[config.mk]
export PLATFORM = sky130hd
export DESIGN_NAME = white_blob_column_steering
export DESIGN_NICKNAME = d
export VERILOG_FILES = /design/src/rtl/wbcs_pkg.sv /design/src/rtl/white_blob_column_steering.sv /design/src/rtl/wbcs_front.sv /design/src/rtl/wbcs_queue.sv /design/src/rtl/wbcs_back.sv
export SDC_FILE = /design/constraint.sdc
export NUM_CORES = 1
export LEC_CHECK = 0
export ABC_AREA = 1
export BUFFER_PORTS_ARGS = -buffer_cell sky130_fd_sc_hd__buf_2
export CORE_MARGIN = 2
export CORE_UTILIZATION = 35
export DETAILED_ROUTE_END_ITERATION = 8
export SLEW_MARGIN = 20
export SYNTH_ARGS = -nofsm -noshare
export SYNTH_HDL_FRONTEND = slang
export SYNTH_SLANG_ARGS = --single-unit
[constraint.sdc]
create_clock -name clock -period 3.9 [get_ports clock]
set_input_delay 0.39 -clock clock [delete_from_list [all_inputs] [get_ports clock]]
set_output_delay 0.39 -clock clock [all_outputs]
set_load 0.01 [all_outputs]
[src/rtl/wbcs_pkg.sv]
// Package for the white blob column steering block.
// Holds result codes, register indexes, fixed widths and shared types; no dependencies.
package wbcs_pkg;

   localparam int SUM_W  = 34;
   localparam int STEP_W = 6;

   localparam logic [1:0] DIR_STOP    = 2'd0;
   localparam logic [1:0] DIR_LEFT    = 2'd1;
   localparam logic [1:0] DIR_RIGHT   = 2'd2;
   localparam logic [1:0] DIR_FORWARD = 2'd3;

   localparam logic CSR_FRAME_WIDTH = 1'b0;
   localparam logic CSR_WHITE_LEVEL = 1'b1;

   localparam logic [12:0] FRAME_WIDTH_RESET = 13'd640;
   localparam logic [7:0]  WHITE_LEVEL_RESET = 8'd255;

   typedef enum logic [1:0] {
      BK_IDLE,
      BK_DIV,
      BK_OUT
   } back_state_type;

   typedef struct packed {
      logic full;
      logic empty;
   } queue_status_type;

endpackage

[src/rtl/white_blob_column_steering.sv]
// White blob column steering top level: front end, frame record queue and back end.
// Depends on wbcs_pkg, wbcs_front, wbcs_queue and wbcs_back.
//
// Pixels are accepted one per clock, in raster order, with no stall while the frame record
// queue has room. Each pixel whose three channels equal white_level adds its column to a
// saturating sum and count. On the frame_end pixel the frame's sum, count and width go into
// a two-entry queue, and the back end turns them into one result: it pops the record, runs a
// one-bit-per-cycle restoring divider for the mean column and then loads the result register
// (a frame without white pixels skips the divider). req_stall rises only when two finished
// frames are still waiting on the back end, which needs frames shorter than the back end's
// work on a frame, or a stalled result channel. Register writes are taken every cycle and
// must happen while no frame is in flight.
module white_blob_column_steering
   import wbcs_pkg::*;
#(
   parameter int MAX_WIDTH  = 4096,
   parameter int MAX_PIXELS = 4194304
) (
   input  logic        clock,
   input  logic        reset,
   input  logic        req_valid,
   output logic        req_stall,
   input  logic [7:0]  req_red,
   input  logic [7:0]  req_green,
   input  logic [7:0]  req_blue,
   input  logic        req_frame_end,
   output logic        rsp_valid,
   input  logic        rsp_stall,
   output logic [1:0]  rsp_direction,
   output logic [11:0] rsp_mean_column,
   output logic [22:0] rsp_white_total,
   input  logic        csr_valid,
   output logic        csr_ready,
   input  logic        csr_index,
   input  logic [12:0] csr_wdata
);

   localparam int COL_W = $clog2(MAX_WIDTH);
   localparam int CNT_W = $clog2(MAX_PIXELS + 1);
   localparam int WW    = $clog2(MAX_WIDTH + 1);
   localparam int REC_W = WW + CNT_W + SUM_W;

   queue_status_type q_status;
   logic             push;
   logic [REC_W-1:0] push_data;
   logic             pop;
   logic [REC_W-1:0] pop_data;

   wbcs_front #(
      .MAX_WIDTH  (MAX_WIDTH),
      .MAX_PIXELS (MAX_PIXELS),
      .COL_W      (COL_W),
      .CNT_W      (CNT_W),
      .WW         (WW),
      .REC_W      (REC_W)
   ) u_front (
      .clock         (clock),
      .reset         (reset),
      .req_valid     (req_valid),
      .req_stall     (req_stall),
      .req_red       (req_red),
      .req_green     (req_green),
      .req_blue      (req_blue),
      .req_frame_end (req_frame_end),
      .csr_valid     (csr_valid),
      .csr_ready     (csr_ready),
      .csr_index     (csr_index),
      .csr_wdata     (csr_wdata),
      .q_status      (q_status),
      .push          (push),
      .push_data     (push_data)
   );

   wbcs_queue #(
      .DATA_W (REC_W)
   ) u_queue (
      .clock     (clock),
      .reset     (reset),
      .push      (push),
      .push_data (push_data),
      .pop       (pop),
      .pop_data  (pop_data),
      .status    (q_status)
   );

   wbcs_back #(
      .CNT_W (CNT_W),
      .WW    (WW),
      .REC_W (REC_W)
   ) u_back (
      .clock           (clock),
      .reset           (reset),
      .q_status        (q_status),
      .pop_data        (pop_data),
      .pop             (pop),
      .rsp_valid       (rsp_valid),
      .rsp_stall       (rsp_stall),
      .rsp_direction   (rsp_direction),
      .rsp_mean_column (rsp_mean_column),
      .rsp_white_total (rsp_white_total)
   );

endmodule

[src/rtl/wbcs_front.sv]
// Front end: configuration registers, column counter and white pixel accumulators.
// Pushes one frame record per frame end into the queue; uses wbcs_pkg.
module wbcs_front
   import wbcs_pkg::*;
#(
   parameter int MAX_WIDTH  = 4096,
   parameter int MAX_PIXELS = 4194304,
   parameter int COL_W      = 12,
   parameter int CNT_W      = 23,
   parameter int WW         = 13,
   parameter int REC_W      = WW + CNT_W + SUM_W
) (
   input  logic             clock,
   input  logic             reset,
   input  logic             req_valid,
   output logic             req_stall,
   input  logic [7:0]       req_red,
   input  logic [7:0]       req_green,
   input  logic [7:0]       req_blue,
   input  logic             req_frame_end,
   input  logic             csr_valid,
   output logic             csr_ready,
   input  logic             csr_index,
   input  logic [12:0]      csr_wdata,
   input  queue_status_type q_status,
   output logic             push,
   output logic [REC_W-1:0] push_data
);

   logic [12:0]      frame_width_ff;
   logic [7:0]       white_level_ff;
   logic [COL_W-1:0] col_ff, col_in;
   logic [SUM_W-1:0] sum_ff, sum_in;
   logic [CNT_W-1:0] count_ff, count_in;
   logic [WW-1:0]    eff_width;
   logic [SUM_W:0]   sum_add;
   logic             is_white;
   logic             take;
   logic             accept;

   assign csr_ready = 1'b1;
   assign req_stall = q_status.full;
   assign accept    = req_valid && !req_stall;

   always_comb begin
      if (frame_width_ff == 13'd0) begin
         eff_width = WW'(1);
      end else if (32'(frame_width_ff) > MAX_WIDTH) begin
         eff_width = WW'(MAX_WIDTH);
      end else begin
         eff_width = WW'(frame_width_ff);
      end
   end

   always_comb begin
      is_white = (req_red == white_level_ff) && (req_green == white_level_ff) &&
                 (req_blue == white_level_ff);
      take     = is_white && (32'(count_ff) < MAX_PIXELS);
      sum_add  = {1'b0, sum_ff} + (SUM_W+1)'(col_ff);
      if (take) begin
         sum_in   = sum_add[SUM_W] ? {SUM_W{1'b1}} : sum_add[SUM_W-1:0];
         count_in = count_ff + CNT_W'(1);
      end else begin
         sum_in   = sum_ff;
         count_in = count_ff;
      end
      if ((32'(col_ff) + 32'd1) >= 32'(eff_width)) begin
         col_in = '0;
      end else begin
         col_in = col_ff + COL_W'(1);
      end
   end

   assign push      = accept && req_frame_end;
   assign push_data = {eff_width, count_in, sum_in};

   always_ff @(posedge clock) begin
      if (reset) begin
         frame_width_ff <= FRAME_WIDTH_RESET;
         white_level_ff <= WHITE_LEVEL_RESET;
      end else if (csr_valid && csr_ready) begin
         case (csr_index)
            CSR_FRAME_WIDTH: frame_width_ff <= csr_wdata;
            CSR_WHITE_LEVEL: white_level_ff <= csr_wdata[7:0];
            default: ;
         endcase
      end
   end

   always_ff @(posedge clock) begin
      if (reset) begin
         col_ff   <= '0;
         sum_ff   <= '0;
         count_ff <= '0;
      end else if (accept) begin
         if (req_frame_end) begin
            col_ff   <= '0;
            sum_ff   <= '0;
            count_ff <= '0;
         end else begin
            col_ff   <= col_in;
            sum_ff   <= sum_in;
            count_ff <= count_in;
         end
      end
   end

endmodule

[src/rtl/wbcs_queue.sv]
// Two-entry queue of frame records between front and back end.
// Uses wbcs_pkg for the status struct.
module wbcs_queue
   import wbcs_pkg::*;
#(
   parameter int DATA_W = 8
) (
   input  logic              clock,
   input  logic              reset,
   input  logic              push,
   input  logic [DATA_W-1:0] push_data,
   input  logic              pop,
   output logic [DATA_W-1:0] pop_data,
   output queue_status_type  status
);

   logic [DATA_W-1:0] mem_ff [2];
   logic              wr_ptr_ff;
   logic              rd_ptr_ff;
   logic [1:0]        fill_ff;

   assign status.full  = (fill_ff == 2'd2);
   assign status.empty = (fill_ff == 2'd0);
   assign pop_data     = mem_ff[rd_ptr_ff];

   always_ff @(posedge clock) begin
      if (push) begin
         mem_ff[wr_ptr_ff] <= push_data;
      end
   end

   always_ff @(posedge clock) begin
      if (reset) begin
         wr_ptr_ff <= 1'b0;
         rd_ptr_ff <= 1'b0;
         fill_ff   <= 2'd0;
      end else begin
         if (push) begin
            wr_ptr_ff <= !wr_ptr_ff;
         end
         if (pop) begin
            rd_ptr_ff <= !rd_ptr_ff;
         end
         case ({push, pop})
            2'b10:   fill_ff <= fill_ff + 2'd1;
            2'b01:   fill_ff <= fill_ff - 2'd1;
            default: fill_ff <= fill_ff;
         endcase
      end
   end

endmodule

[src/rtl/wbcs_back.sv]
// Back end: bit-serial mean column divider, left/center/right/stop decision and result register.
// Pops frame records from wbcs_queue; uses wbcs_pkg.
module wbcs_back
   import wbcs_pkg::*;
#(
   parameter int CNT_W = 23,
   parameter int WW    = 13,
   parameter int REC_W = WW + CNT_W + SUM_W
) (
   input  logic             clock,
   input  logic             reset,
   input  queue_status_type q_status,
   input  logic [REC_W-1:0] pop_data,
   output logic             pop,
   output logic             rsp_valid,
   input  logic             rsp_stall,
   output logic [1:0]       rsp_direction,
   output logic [11:0]      rsp_mean_column,
   output logic [22:0]      rsp_white_total
);

   localparam int CW = SUM_W + 3;

   back_state_type    state_ff, state_in;
   logic [SUM_W-1:0]  quo_ff;
   logic [CNT_W-1:0]  rem_ff;
   logic [CNT_W-1:0]  div_ff;
   logic [WW-1:0]     width_ff;
   logic [STEP_W-1:0] step_ff;
   logic              rsp_valid_ff;
   logic [1:0]        dir_ff;
   logic [11:0]       mean_ff;
   logic [22:0]       total_ff;

   logic [CNT_W-1:0]  rec_count;
   logic [CNT_W:0]    trial;
   logic [CNT_W:0]    diff;
   logic              fits;
   logic [CNT_W-1:0]  rem_step;
   logic [SUM_W-1:0]  quo_step;
   logic [SUM_W+1:0]  m3;
   logic              is_left;
   logic              is_right;
   logic [1:0]        dir_in;
   logic [11:0]       mean_in;
   logic [CNT_W+22:0] total_ext;
   logic              out_free;
   logic              do_step;
   logic              load_out;

   assign rec_count = pop_data[SUM_W +: CNT_W];
   assign out_free  = !rsp_valid_ff || !rsp_stall;

   always_comb begin
      trial    = {rem_ff, quo_ff[SUM_W-1]};
      fits     = trial >= {1'b0, div_ff};
      diff     = trial - {1'b0, div_ff};
      rem_step = fits ? diff[CNT_W-1:0] : trial[CNT_W-1:0];
      quo_step = {quo_ff[SUM_W-2:0], fits};
   end

   always_comb begin
      m3       = {2'b00, quo_ff} + {1'b0, quo_ff, 1'b0};
      is_left  = CW'(m3) <= CW'(width_ff);
      is_right = CW'({width_ff, 1'b0}) <= (CW'(m3) + CW'(2));
      if (div_ff == '0) begin
         dir_in  = DIR_STOP;
         mean_in = 12'd0;
      end else begin
         mean_in = quo_ff[11:0];
         if (is_left) begin
            dir_in = DIR_LEFT;
         end else if (is_right) begin
            dir_in = DIR_RIGHT;
         end else begin
            dir_in = DIR_FORWARD;
         end
      end
      total_ext = {23'd0, div_ff};
   end

   always_comb begin
      state_in = state_ff;
      case (state_ff)
         BK_IDLE: begin
            if (!q_status.empty) begin
               state_in = (rec_count == '0) ? BK_OUT : BK_DIV;
            end
         end
         BK_DIV: begin
            if (step_ff == STEP_W'(1)) begin
               state_in = BK_OUT;
            end
         end
         BK_OUT: begin
            if (out_free) begin
               state_in = BK_IDLE;
            end
         end
         default: state_in = BK_IDLE;
      endcase
   end

   always_comb begin
      pop      = 1'b0;
      do_step  = 1'b0;
      load_out = 1'b0;
      case (state_ff)
         BK_IDLE: pop      = !q_status.empty;
         BK_DIV:  do_step  = 1'b1;
         BK_OUT:  load_out = out_free;
         default: ;
      endcase
   end

   always_ff @(posedge clock) begin
      if (reset) begin
         state_ff <= BK_IDLE;
      end else begin
         state_ff <= state_in;
      end
   end

   always_ff @(posedge clock) begin
      if (pop) begin
         quo_ff   <= pop_data[SUM_W-1:0];
         rem_ff   <= '0;
         div_ff   <= rec_count;
         width_ff <= pop_data[SUM_W+CNT_W +: WW];
         step_ff  <= STEP_W'(SUM_W);
      end else if (do_step) begin
         quo_ff  <= quo_step;
         rem_ff  <= rem_step;
         step_ff <= step_ff - STEP_W'(1);
      end
   end

   always_ff @(posedge clock) begin
      if (reset) begin
         rsp_valid_ff <= 1'b0;
      end else if (load_out) begin
         rsp_valid_ff <= 1'b1;
      end else if (!rsp_stall) begin
         rsp_valid_ff <= 1'b0;
      end
   end

   always_ff @(posedge clock) begin
      if (load_out) begin
         dir_ff   <= dir_in;
         mean_ff  <= mean_in;
         total_ff <= total_ext[22:0];
      end
   end

   assign rsp_valid       = rsp_valid_ff;
   assign rsp_direction   = dir_ff;
   assign rsp_mean_column = mean_ff;
   assign rsp_white_total = total_ff;

endmodule

==> results.txt, run 1 <==
Relative to the synthesized area, the layout overhead comes to 14.4%. The repair_antennas step left the layout with diodes totalling 0. The number of enable flip-flop cells after synthesis was 247; the number of iterations in the first detailed-routing pass was 5. The number of cells produced by synthesis was 2,904; the number of global-route vias before repair was 17,400.

Vertical die dimension: 257 um. The run gives 12,000 uW as the internal cell power. The number of port buffers was 82; the maximum single-stage delay on the critical path was 0.43 ns. The clock arrives with 0.0390 ns of skew.

The slowest cell on the critical path was sky130_fd_sc_hd__fa_2. The count of endpoints failing hold in the final timing report is 0. Yosys printed 0 warnings.

The critical path arrival is 4.25 ns, and the die span in x is 257 um. The initial antenna violation count is 1. The required arrival time at the worst endpoint is 4.33 ns.

The capturing element type of the critical path is a register. The first routing iteration left 1,025 violations. The starting density of the core was 0.354; the die outline area was 66,000 um^2. Setup repair after global routing could not meet its margin everywhere. The register bit count reported by yosys is 374.

Family with the most delay on the worst path: simple AND/OR/NAND/NOR gates. The per-cell routed wire length was 14.1 um; the post-layout utilization of the core was 0.405. Number of setup violations in the final report: 0.

The path category of the worst min-delay check was input pin to register. In this run the worst path has a maximum fanout of 2. For the worst-case vdd ir drop, the log shows 0.000358 V. The count of vias placed by the detailed router came out at 18,500. The transition time at the pin with the least slew margin works out to 0.949 ns. Clock-pin slew was measured on the worst setup and hold paths at 0.08 ns. The placeable core region is 63,200 um^2.

The tools report the achievable frequency as 0.262 GHz. The H-tree was split into 2 levels. Summed over all layers, the routed wires come to 55,000 um. The worst setup path is launched from a register. The net count of the finished layout is 3,177. The total standard cell area after synthesis is 22,400 um^2. The number of ports placed on the die boundary is 84. Entering global routing, the biggest net connects 73 pins. The number of max-cap violations is 0, and the global placement routability congestion is 0.898.

The tools report the register share of total power as 0.259. The tools report the post-synthesis sequential area ratio as 0.445. The global router's overall resource usage was 0.164; the share of the clock period used by the worst path after layout was 0.980. The detail route stage leaves a number of antenna-violating nets equal to 0. The standard-cell row count was 92. Counting along the longest clock path gives a buffer depth of 3. The tools report the number of pins with negative max-slew slack in the final report as 0. Cell type with the highest occurrence count on the critical path: sky130_fd_sc_hd__nor2_1. The tools report the number of distinct standard cells referenced by the synthesized netlist as 58. First-pass GRT wire length: 89,400 um. Leakage component of the power: 0.0111 uW. The root buffer cell is sky130_fd_sc_hd__clkbuf_16. Global routing finished with a remaining overflow of 0. Clock tree synthesis inserted a total of 39 buffers. For this run, the leading register cell type out of synthesis is sky130_fd_sc_hd__edfxtp_1. The average instance in the mapped netlist occupies 7.71 um^2.

The post-synthesis async set-or-reset flop share was 0; the synthesized netlist net count was 3,065. Dividing total power by cell area gives a power density of 893 nW/um^2. The clock latency on the worst-skew pair is 0.57 ns, and the share of cells above drive strength 1 is 0.107. Final hold analysis gives a worst-case slack of 0.0653 ns. The critical path in this run is classified as register to register.

TritonCTS built the clock tree. The logs give 0.169 for the part of the power in the clock network and 22,900 uW for the overall power after layout. Summed over all nets, the half-perimeter wirelength after detailed placement is 41,200 um.

Combined buffer and inverter count along the critical path: 3. The analysis attributes to net switching a power of 10,800 uW. The tightest slew margin relative to the limit came out at 0.367.

The minimum clock period after layout came out at 3.82 ns. The run finished with clean final reports. For this run, design rule violations remaining after detail routing come to 0. Counting every sink on the clock net gives 374.

The combinational group share of total power is 0.572, and the vias per cell is 4.76. The share of total power consumed by net switching was 0.474.
path summary, 6_finish.rpt:
check	startpoint	end	slack (ns)	cells after the start
min reg2reg	u_back.div_ff[18]	u_back.rsp_white_total[18]	0.45	0
max	u_back.quo_ff[1]	u_back.rsp_direction[0]	0.08	28
max reg2reg	u_back.quo_ff[1]	u_back.rsp_direction[0]	0.08	28
min	csr_wdata[9]	u_front.frame_width_ff[9]	0.07	3
metrics by stage:
step / instance area [um^2] / setup slack [ns] / cells / TNS, ns
after floorplan: 22400 / -0.426 / 2904 / -59.71
after global placement: 24000 / 0.0433 / 3808 / 0
after detailed placement: 24000 / -0.00193 / 3808 / -0.00193
after CTS: 25300 / 0.0185 / 3879 / 0
after global routing: 25600 / -0.241 / 3892 / -0.241
final: 25600 / 0.0782 / 3892 / 0
layout by cell type (no fill, tap or decap), types with 15 or more instances in the layout:
cell type | synthesis | layout
sky130_fd_sc_hd__a21oi_1 | 194 | 193
sky130_fd_sc_hd__a31oi_1 | 36 | 36
sky130_fd_sc_hd__buf_2 | 4 | 82
sky130_fd_sc_hd__buf_4 | 2 | 56
sky130_fd_sc_hd__clkbuf_16 | 0 | 39
sky130_fd_sc_hd__dfxtp_1 | 127 | 126
sky130_fd_sc_hd__edfxtp_1 | 247 | 247
sky130_fd_sc_hd__ha_1 | 114 | 107
sky130_fd_sc_hd__inv_1 | 394 | 388
sky130_fd_sc_hd__inv_2 | 10 | 15
sky130_fd_sc_hd__nand2_1 | 877 | 868
sky130_fd_sc_hd__nand2_2 | 22 | 28
sky130_fd_sc_hd__nand3_1 | 160 | 156
sky130_fd_sc_hd__nand4_1 | 54 | 54
sky130_fd_sc_hd__nor2_1 | 225 | 217
sky130_fd_sc_hd__nor2_2 | 20 | 20
sky130_fd_sc_hd__nor3_1 | 46 | 45
sky130_fd_sc_hd__nor4_1 | 23 | 22
sky130_fd_sc_hd__o21ai_0 | 94 | 92
sky130_fd_sc_hd__xnor2_1 | 21 | 21
sky130_fd_sc_hd__xor2_1 | 59 | 59
cells in the mapped netlist, drive strengths merged (2+ instances only):
cell type / count / area, um^2
o22a: 3 / 26.3
xnor2: 21 / 184
a21oi: 196 / 988
o22ai: 5 / 31.3
nor3: 48 / 250
nor4: 24 / 156
a21o: 3 / 22.5
nor2: 248 / 1000
nand2: 899 / 3430
ha: 114 / 1430
nand3: 168 / 881
o221ai: 6 / 52.6
dfxtp: 127 / 2540
buf: 12 / 57.6
o21bai: 9 / 71.3
a22oi: 2 / 15.0
inv: 404 / 1520
or2: 13 / 81.3
nand4: 54 / 338
mux2i: 8 / 80.1
xor2: 60 / 533
a31o: 3 / 26.3
o21ai: 99 / 499
o211ai: 6 / 45.0
o21a: 7 / 52.6
fa: 3 / 60.1
edfxtp: 247 / 7420
a31oi: 36 / 225
and2: 3 / 18.8
a21boi: 3 / 22.5
nor3b: 2 / 15.0
clkbuf: 55 / 206
nand3b: 7 / 52.6
power groups by stage:
stage | Clock (uW) | Combinational, uW | Sequential, uW
5_1_grt | 4110 | 14900 | 6020
2_1_floorplan | 0 | 9130 | 5790
4_1_cts | 3960 | 12400 | 5900
3_3_place_gp | 0 | 12300 | 5970
6_report | 3870 | 13100 | 5920
3_5_place_dp | 0 | 12300 | 5990
flip-flops by register name, summed over array words and instances (netlist names), named ones only:
name	flops
u_back.rsp_direction	2
u_front.frame_width_ff	13
u_queue.fill_ff	2
u_back.width_ff	13
u_back.rsp_mean_column	12
u_front.sum_ff	34
u_queue.wr_ptr_ff	1
u_back.rem_ff	23
u_front.count_ff	23
u_queue.mem_ff	140
u_back.state_ff	2
u_front.col_ff	12
u_front.white_level_ff	8
u_back.quo_ff	34
u_back.div_ff	23
u_queue.rd_ptr_ff	1
u_back.step_ff	6
u_back.rsp_valid	1
u_back.rsp_white_total	23
routing by layer:
layer,up-vias,track usage,share of wire
met5,-,0,0.00033
met4,2,0.0476,0.026
met3,83,0.0167,0.029
met2,235,0.270,0.45
met1,8406,0.229,0.49
li1,9791,-,-
cell families after synthesis:
logic type      after synthesis  share of synthesized area
flops                       374                      0.445
simple gates               1468                      0.279
fa+ha+maj                   117                     0.0664
other cells                   1                   0.000167
buf+inv                     472                     0.0797
compound gates              383                     0.0947
xor+xnor                     81                     0.0320
mux                           8                    0.00358
what timing repair did:
item,4_1_cts,5_1_grt
endpoints found under the setup margin,0,2
setup buffers,0,13
hold buffers,0,0
resized for setup,0,52
worst register-to-register path, delay by kind of cell, from the launching register on:
kind,cells,cell delay [ns]
AOI/OAI and AO/OA,4,0.43
adders and majority gates,4,1.07
buffers and inverters,3,0.19
DFF,1,0.39
and+or+nand+nor,17,1.64
cell type report:
| cell class | count | area [um^2] |
|---|---|---|
| clock buffers | 48 | 1040 |
| flip-flops and latches | 374 | 9960 |
| well taps | 846 | 1060 |
| multi-input cells | 2058 | 10900 |
| repair buffers | 138 | 831 |
| inverters | 405 | 1520 |
| clock inverters | 23 | 289 |
| fillers | 6415 | 37600 |
Note: power is estimated with default switching activity, not from simulation.
==> run 2, diff against run 1 <==
SYNTH_HIERARCHICAL = 1   (was not set)
==> run 2 against run 1 <==
Compared with the run above: the run now ends with negative setup slack left; clock skew fell by 0.0093 ns; cell count increased by 7.9%; highest routed layer is now met4; sequential cell count did not move; first-iteration DRC count rose by 48%.
==> results.txt, run 2 <==
The number of port buffers is 82 (unchanged). For the clock latency on the worst-skew pair, the log shows 0.59 ns (+0.02 ns). Vertical die dimension: 268 um (+4.2%). Setup repair after global routing could not meet its margin everywhere. Standard-cell row count: 96 (+4.3%). The worst setup path is launched from a register.

Synthesized netlist net count: 3,243 (+5.8%). The most frequent standard cell in the layout excluding fill and tap cells was sky130_fd_sc_hd__nand2_1. The remaining global-route overflow was 0 (unchanged); the register clock-pin slew on the reported worst setup and hold paths was 0.06 ns (-0.02 ns). The final wirelength came out at 63,600 um (+16%).

The tools report the capturing element type of the critical path as a register. The post-synthesis async set-or-reset flop share was 0 (unchanged); the total standard cell area after synthesis was 24,300 um^2 (+8.6%). The achievable frequency is 0.251 GHz (-4.2%).

The required arrival time at the worst endpoint came out at 4.35 ns (+0.02 ns). The run gives 1,522 (+48%) as the number of DRC markers after the initial detailed-route iteration. The setup path with the least slack is of type register to register.

The post-layout utilization of the core was 0.404 (-0.000717). For the net count of the finished layout, the log shows 3,397 (+6.9%). Number of enable flip-flop cells after synthesis: 247 (unchanged). Largest register by flop count: u_queue/mem_ff. The number of pins with negative max-slew slack in the final report was 0 (unchanged). Clock sink count: 374 (unchanged).

The total inserted antenna cells is 0 (unchanged). The register bit count reported by yosys was 374 (unchanged). The tools report the least setup slack across all paths after layout as -0.0889 ns (-0.167 ns). The tools report the number of buffers created by CTS as 42 (+7.7%). The vias per cell was 4.83 (+1.5%); the count of filler cells inserted in the layout was 7,116 (+11%).

The final reports fail on negative setup slack. For the worst setup skew after layout, the log shows 0.0298 ns (-0.00926 ns). The flow ran to the end, but the final reports show violations.

Biggest fanout along the worst timing path: 2 (unchanged). The most common cell in the synthesized netlist is sky130_fd_sc_hd__nand2_1. The initial antenna violation count is 0 (-1), and the first-pass GRT wire length is 101,000 um (+13%). The transition time at the pin with the least slew margin was 0.993 ns (+0.0442 ns).

The per-cell routed wire length works out to 15.1 um (+7.2%). The logs give 48,100 um (+17%) for the post-detailed-placement half-perimeter wirelength and 0.000414 V (+16%) for the worst-case vdd ir drop. The number of setup violations in the final report came out at 1 (+1). By count the netlist is led by sky130_fd_sc_hd__nand2_1, sky130_fd_sc_hd__inv_1, sky130_fd_sc_hd__edfxtp_1. The run gives 0 (unchanged) as the number of DRC violations after detailed routing. The share of cells above drive strength 1 works out to 0.152 (+0.0443).

The die span in x is 268 um (+4.2%), and the number of global-route vias before repair is 19,000 (+9.1%). The minimum clock period after layout was 3.99 ns (+0.167 ns); the post-synthesis sequential area ratio was 0.410 (-0.0353). The run gives 71,600 um^2 (+8.5%) as the die outline area. The number of flip-flops under the largest register name is 140 (unchanged).

The tools report the number of warnings issued by yosys as 6 (+6). TritonCTS built the clock tree. Sorting the synthesized cells by area gives the leading types as sky130_fd_sc_hd__edfxtp_1, sky130_fd_sc_hd__nand2_1, sky130_fd_sc_hd__dfxtp_1, sky130_fd_sc_hd__inv_1, sky130_fd_sc_hd__ha_1. The power density of the placed cells is 871 nW/um^2 (-2.5%). Summed over all instances, the cell type with the most area after synthesis is sky130_fd_sc_hd__edfxtp_1.

Worst slack after detailed placement: -0.180 ns (-0.178 ns). The number of cells produced by synthesis was 3,082 (+6.1%); the global router's overall resource usage was 0.177 (+0.0129). Leakage component of the power: 0.0123 uW (+10%).

The number of H-tree branching levels was 2 (unchanged). The cell sitting at the root of the clock tree is a sky130_fd_sc_hd__clkbuf_16. The area fraction of the dominant cell type after synthesis came out at 0.305 (-0.0263).

For this run, the leading register cell type out of synthesis is sky130_fd_sc_hd__edfxtp_1. The critical path arrival is 4.44 ns (+0.19 ns), and the placeable core region is 68,700 um^2 (+8.7%). In the layout the commonest cells are sky130_fd_sc_hd__nand2_1, sky130_fd_sc_hd__inv_1, sky130_fd_sc_hd__edfxtp_1. The largest registers in the layout are u_queue/mem_ff: 140 flops, u_back/quo_ff: 34 flops, u_front/sum_ff: 34 flops. The starting density of the core was 0.354 (about the same); the post-synthesis area per instance was 7.89 um^2 (+2.3%). The logs give 0 (unchanged) for the count of nets left with antenna violations after detail routing and 8 (+3) for the number of iterations in the first detailed-routing pass.

The run gives 0.338 (-0.0295) as the tightest slew margin relative to the limit. The number of buffers between clock root and the deepest sink came out at 3 (unchanged). The number of max-cap violations was 0 (unchanged); the post-synthesis to final-layout area growth was 14.3% (about the same). The logs give 84 (unchanged) for the number of ports placed on the die boundary and 20,300 (+9.6%) for the count of vias placed by the detailed router. The count of endpoints failing hold in the final timing report came out at 0 (unchanged). The share of the clock period used by the worst path after layout was 1.02 (+0.0429). The tools report the global placement routability congestion as 0.910 (+1.4%). The number of distinct standard cells referenced by the synthesized netlist came out at 58 (unchanged).

The path category of the worst min-delay check was input pin to register. Largest net degree at the start of global routing: 103 (+41%).
==> run 2: cell count changes after synthesis, moves of 14 or more <==
cell,previous run,this run
sky130_fd_sc_hd__mux2_4,0,70
sky130_fd_sc_hd__nand3_1,160,201
sky130_fd_sc_hd__a31oi_1,36,2
sky130_fd_sc_hd__nand2_1,877,909
sky130_fd_sc_hd__a21oi_1,194,168
sky130_fd_sc_hd__and2_1,3,27
sky130_fd_sc_hd__xor2_1,59,37
sky130_fd_sc_hd__nand4_1,54,73
sky130_fd_sc_hd__nand2_2,22,40
sky130_fd_sc_hd__xnor2_1,21,38
sky130_fd_sc_hd__clkbuf_1,55,41
sky130_fd_sc_hd__nor3_1,46,32
==> run 2: final timing paths <==
kind | start | cells past startpoint | slack [ns] | endpoint
setup / recovery | u_back/quo_ff[1] | 25 | -0.09 | u_back/rsp_direction[0]
hold / removal | csr_wdata[9] | 3 | 0.04 | u_front/frame_width_ff[9]
hold reg to reg | u_back/div_ff[14] | 0 | 0.45 | u_back/rsp_white_total[14]
setup reg to reg | u_back/quo_ff[1] | 25 | -0.09 | u_back/rsp_direction[0]
==> run 2: worst max-delay path, stage by stage (launching register included) <==
cell and delay [ns]:
sky130_fd_sc_hd__edfxtp_1 0.39, sky130_fd_sc_hd__ha_2 0.21, sky130_fd_sc_hd__inv_2 0.06, sky130_fd_sc_hd__fa_2 0.42
sky130_fd_sc_hd__inv_2 0.09, sky130_fd_sc_hd__ha_4 0.13, sky130_fd_sc_hd__inv_2 0.04, sky130_fd_sc_hd__nor2_4 0.13
sky130_fd_sc_hd__nand3_4 0.09, sky130_fd_sc_hd__nor2_4 0.12, sky130_fd_sc_hd__nand3_4 0.08, sky130_fd_sc_hd__buf_6 0.13
sky130_fd_sc_hd__o21ai_4 0.14, sky130_fd_sc_hd__o21ai_2 0.08, sky130_fd_sc_hd__ha_1 0.29, sky130_fd_sc_hd__nand4_1 0.10
sky130_fd_sc_hd__or4_4 0.57, sky130_fd_sc_hd__nand2_2 0.08, sky130_fd_sc_hd__a21oi_2 0.03, sky130_fd_sc_hd__a21oi_1 0.12
sky130_fd_sc_hd__nand2_1 0.09, sky130_fd_sc_hd__nor2_1 0.10, sky130_fd_sc_hd__nand3_1 0.07, sky130_fd_sc_hd__nor2_1 0.10
sky130_fd_sc_hd__nand3_1 0.09, sky130_fd_sc_hd__a21oi_2 0.12
==> run 2: routing by layer <==
layer | track usage | share of wire
met5 | 0 | 0
met4 | 0.0427 | 0.018
met3 | 0.0210 | 0.045
met2 | 0.283 | 0.44
met1 | 0.255 | 0.50
==> run 2: logic make-up after synthesis <==
| logic type | count (synthesis) | share of synthesized area |
|---|---|---|
| compound gates | 335 | 0.0750 |
| xor+xnor | 76 | 0.0281 |
| fa+ha+maj | 117 | 0.0611 |
| buf+inv | 502 | 0.0856 |
| flops | 374 | 0.410 |
| mux | 70 | 0.0432 |
| other cells | 1 | 0.000154 |
| simple gates | 1607 | 0.297 |
==> run 2: metrics by stage <==
stage	hold WS [ns]	total power [uW]	cells	setup TNS (ns)	area, um^2
floorplan	0.426	15500	3082	0	24300
global placement	0.433	19700	4106	-0.186	26100
detailed placement	0.441	19800	4106	-0.180	26100
CTS	0.00492	24000	4195	-0.00493	27600
global route	0.0344	26400	4201	-0.463	27800
finish	0.0387	24200	4201	-0.0889	27800
==> run 2: power breakdown <==
group          switching, uW  leakage (uW)  internal, uW
logic                   9320       0.00827          5260
registers                547       0.00336          5220
clock network           1660      0.000645          2190
total                  11500        0.0123         12700
==> run 2: repair_timing <==
action | in CTS | in global routing
gates resized for setup | 25 | 21
hold buffers | 0 | 0
pin swaps | 23 | 24
setup buffers | 11 | 6
setup endpoints to repair | 1 | 2
==> run 2: final cells by class <==
type / instances / area [um^2] / share of cell area
inverters: 433 / 1630 / 0.0585
clock inverters: 18 / 178 / 0.00639
flip-flops and latches: 374 / 9960 / 0.359
clock buffers: 60 / 1170 / 0.0421
multi-input cells: 2206 / 12500 / 0.450
well taps: 931 / 1160 / 0.0419
repair buffers: 179 / 1200 / 0.0430
==> run 3, diff against run 2 <==
BUFFER_PORTS_ARGS = -buffer_cell sky130_fd_sc_hd__clkbuf_2   (was -buffer_cell sky130_fd_sc_hd__buf_2)
==> run 3 against run 2 <==
Compared with the run above: the run still ends with negative setup slack left; critical endpoint unchanged; sequential share of layout area hardly changed; count of clock-buffer cells in the layout is 1 higher; global-route usage hardly changed; final area is 0.14% higher; combinational power hardly changed; via count is 0.63% lower; highest routed layer unchanged; fmax is 1.9% higher; critical path depth is 2 lower; cell count hardly changed; first-iteration DRC count is 2.4% higher; sequential power hardly changed; sequential cell count stayed put; largest cell class unchanged.
==> results.txt, run 3 (same netlist as run 2, synthesis figures left out) <==
For the number of global-route vias before repair, the log shows 18,800 (-0.60%). The run gives 4.23 ns (-0.21 ns) as the critical path arrival. The count of endpoints failing hold in the final timing report is 0 (unchanged). On the critical path the largest part of the delay comes from simple AND/OR/NAND/NOR gates.

The tools report the placeable core region as 68,700 um^2 (unchanged). Setup repair after global routing could not meet its margin everywhere. For the post-layout utilization of the core, the log shows 0.405 (+0.000565). Leaving out fill and tap cells, the most frequent cells in the layout are sky130_fd_sc_hd__nand2_1, sky130_fd_sc_hd__inv_1, sky130_fd_sc_hd__edfxtp_1. The vertical die dimension was 268 um (unchanged). The run gives 11,500 uW (-0.30%) as the power dissipated by switching net loads. The achievable frequency was 0.256 GHz (+1.9%); the count of nets left with antenna violations after detail routing was 0 (unchanged). The die outline area was 71,600 um^2 (unchanged); the remaining global-route overflow was 0 (unchanged). The number of max-cap violations was 0 (unchanged); the part of the power in the clock network was 0.164 (+0.005).

The number of buffers added to fix hold violations after cts was 0 (unchanged); the required arrival time at the worst endpoint was 4.22 ns (-0.13 ns). The tools report the number of pins with negative max-slew slack in the final report as 0 (unchanged). Walking the worst path, the cells encountered are ha_2, inv_2, fa_2, inv_2, ha_4, inv_2, nor2_4, nand3_2, nor2_4, nand3_4, buf_4, buf_4, o21ai_2, ha_1, nand4_1, or4_4, buf_4, nor3_2, nand2_1, nand2_1, nor2_1, nand3_1, a21oi_2. The worst setup path is of the register to register kind.

The transition time at the pin with the least slew margin works out to 0.973 ns (-0.0208 ns). The tools report the combinational group share of total power as 0.598 (-0.005). The number of flip-flops under the largest register name is 140 (unchanged). For the final wirelength, the log shows 63,200 um (-0.61%).

The flow ran to the end, but the final reports show violations. The initial antenna violation count was 2 (+2). The run gives 0.000411 V (-0.66%) as the worst-case vdd ir drop. The number of DRC violations after detailed routing was 0 (unchanged); the per-cell routed wire length was 15.1 um (-0.54%). The combined buffer and inverter count along the critical path was 6 (+2); the number of ports placed on the die boundary was 84 (unchanged). The tools report the leakage component of the power as 0.0123 uW (+0.18%). Biggest fanout along the worst timing path: 3 (+1). The register clock-pin slew on the reported worst setup and hold paths was 0.06 ns (about the same); the tightest slew margin relative to the limit was 0.352 (+0.0139). The count of vias placed by the detailed router is 20,200 (-0.63%). The tree is rooted in a sky130_fd_sc_hd__clkbuf_16.

The logs give 7,064 (-0.73%) for the count of filler cells inserted in the layout and 3 (unchanged) for the number of buffers between clock root and the deepest sink. The post-detailed-placement half-perimeter wirelength is 48,600 um (+1.0%), and the least setup slack across all paths after layout is -0.0137 ns (+0.0753 ns). The run gives 1,558 (+2.4%) as the number of DRC markers after the initial detailed-route iteration.

The internal cell power was 12,800 uW (+0.80%). Share of cells above drive strength 1: 0.153 (+0.00172). The share of total power consumed by net switching was 0.474 (-0.00273); the number of buffers created by CTS was 43 (+2.4%). The clock sink count was 374 (unchanged); the global router's overall resource usage was 0.178 (+0.000269). Clock latency on the worst-skew pair: 0.57 ns (-0.02 ns). Minimum clock period after layout: 3.91 ns (-0.0753 ns).

The tools report the first-pass GRT wire length as 102,000 um (+0.55%). The tools report the kind of launch point of the worst setup path as a register. The area growth from synthesis to layout is 14.4%. The number of port buffers works out to 82 (unchanged). For the number of setup violations in the final report, the log shows 1 (unchanged). The run gives 6 (-2) as the number of iterations in the first detailed-routing pass. The most frequent standard cell in the layout excluding fill and tap cells was sky130_fd_sc_hd__nand2_1.

Global placement routability congestion: 0.898 (-1.4%). TritonCTS built the clock tree. The starting density of the core was 0.354 (unchanged).

Net count of the finished layout: 3,392 (-0.15%). The largest register by flop count is u_queue/mem_ff. The min-delay analysis places its worst path in the category input pin to register.

Among all stages on the critical path, the largest delay is contributed by sky130_fd_sc_hd__or4_4. The register share of total power came out at 0.238 (about the same). The checks that failed: negative setup slack.

The vias per cell was 4.80 (-0.56%); the largest net degree at the start of global routing was 81 (-21%). The share of the clock period used by the worst path after layout was 1.00 (-0.0193). The power density of the placed cells came out at 872 nW/um^2 (+0.14%). The tools report the number of H-tree branching levels as 2 (unchanged). The maximum single-stage delay on the critical path was 0.56 ns (about the same). The die span in x is 268 um (unchanged).

Capturing element type of the critical path: a register. The worst setup skew after layout came out at 0.0261 ns (-0.00362 ns). In the final layout, the registers with the most flip-flops are u_queue/mem_ff: 140 flops, u_back/quo_ff: 34 flops, u_front/sum_ff: 34 flops. For the standard-cell row count, the log shows 96 (unchanged). The worst hold slack came out at 0.0415 ns (+0.00283 ns).
[run 3: changes by cell type in the layout (fill, tap and decap cells not counted), sizes merged]
cell,change
buf,-87
clkbuf,+82
clkinv,-2
inv,+2
bufinv,+1
diode,+1
[run 3: power groups by stage]
stage	Sequential [uW]	Clock, uW	Combinational (uW)
floorplan	5620	0	9910
global placement	5820	0	13900
detailed placement	5840	0	13900
CTS	5770	4090	14300
global route	5850	4240	16400
finish	5760	3980	14500
[run 3: area by class of cell]
class                   count  area [um^2]  share of cell area
inverters                 433         1630              0.0584
clock buffers              61         1220              0.0440
flip-flops and latches    374         9960               0.358
multi-input cells        2206        12500               0.449
repair buffers            173         1160              0.0418
clock inverters            19          178             0.00638
well taps                 931         1160              0.0419
diodes                      1         2.50           0.0000899
[run 3: final timing paths]
| path | start | endpoint | slack [ns] | cells past startpoint |
|---|---|---|---|---|
| min reg2reg | u_back/div_ff[16] | u_back/rsp_white_total[16] | 0.45 | 0 |
| min | csr_wdata[5] | u_front/white_level_ff[5] | 0.04 | 3 |
| max | u_back/quo_ff[1] | u_back/rsp_direction[0] | -0.01 | 23 |
| max reg2reg | u_back/quo_ff[1] | u_back/rsp_direction[0] | -0.01 | 23 |
[run 3: tightest hold or removal path, stage by stage]
cell,delay (ns)
sky130_fd_sc_hd__clkbuf_2,0.09
sky130_fd_sc_hd__nand2_1,0.05
sky130_fd_sc_hd__nand3_1,0.05
[run 3: what timing repair did]
item,4_1_cts,5_1_grt
setup endpoints to repair,1,2
resized for setup,39,13
pin swaps,27,21
buffers inserted,7,5
[run 3: routing by layer]
metal,vias up,track usage,share of wire
met5,-,0,0
met4,0,0.0412,0.017
met3,59,0.0257,0.050
met2,403,0.277,0.44
met1,9273,0.259,0.50
li1,10400,-,-
[run 3: metrics by stage]
stage | setup TNS [ns] | setup slack [ns] | power [uW] | cells | cell area [um^2]
after floorplan | 0 | 0.0243 | 15500 | 3082 | 24300
final | -0.0137 | -0.0137 | 24300 | 4198 | 27800
after global routing | -0.290 | -0.290 | 26500 | 4197 | 27800
after CTS | 0 | 0.0000582 | 24100 | 4193 | 27700
after global placement | -0.277 | -0.277 | 19700 | 4106 | 26100
after detailed placement | -0.254 | -0.254 | 19700 | 4106 | 26100
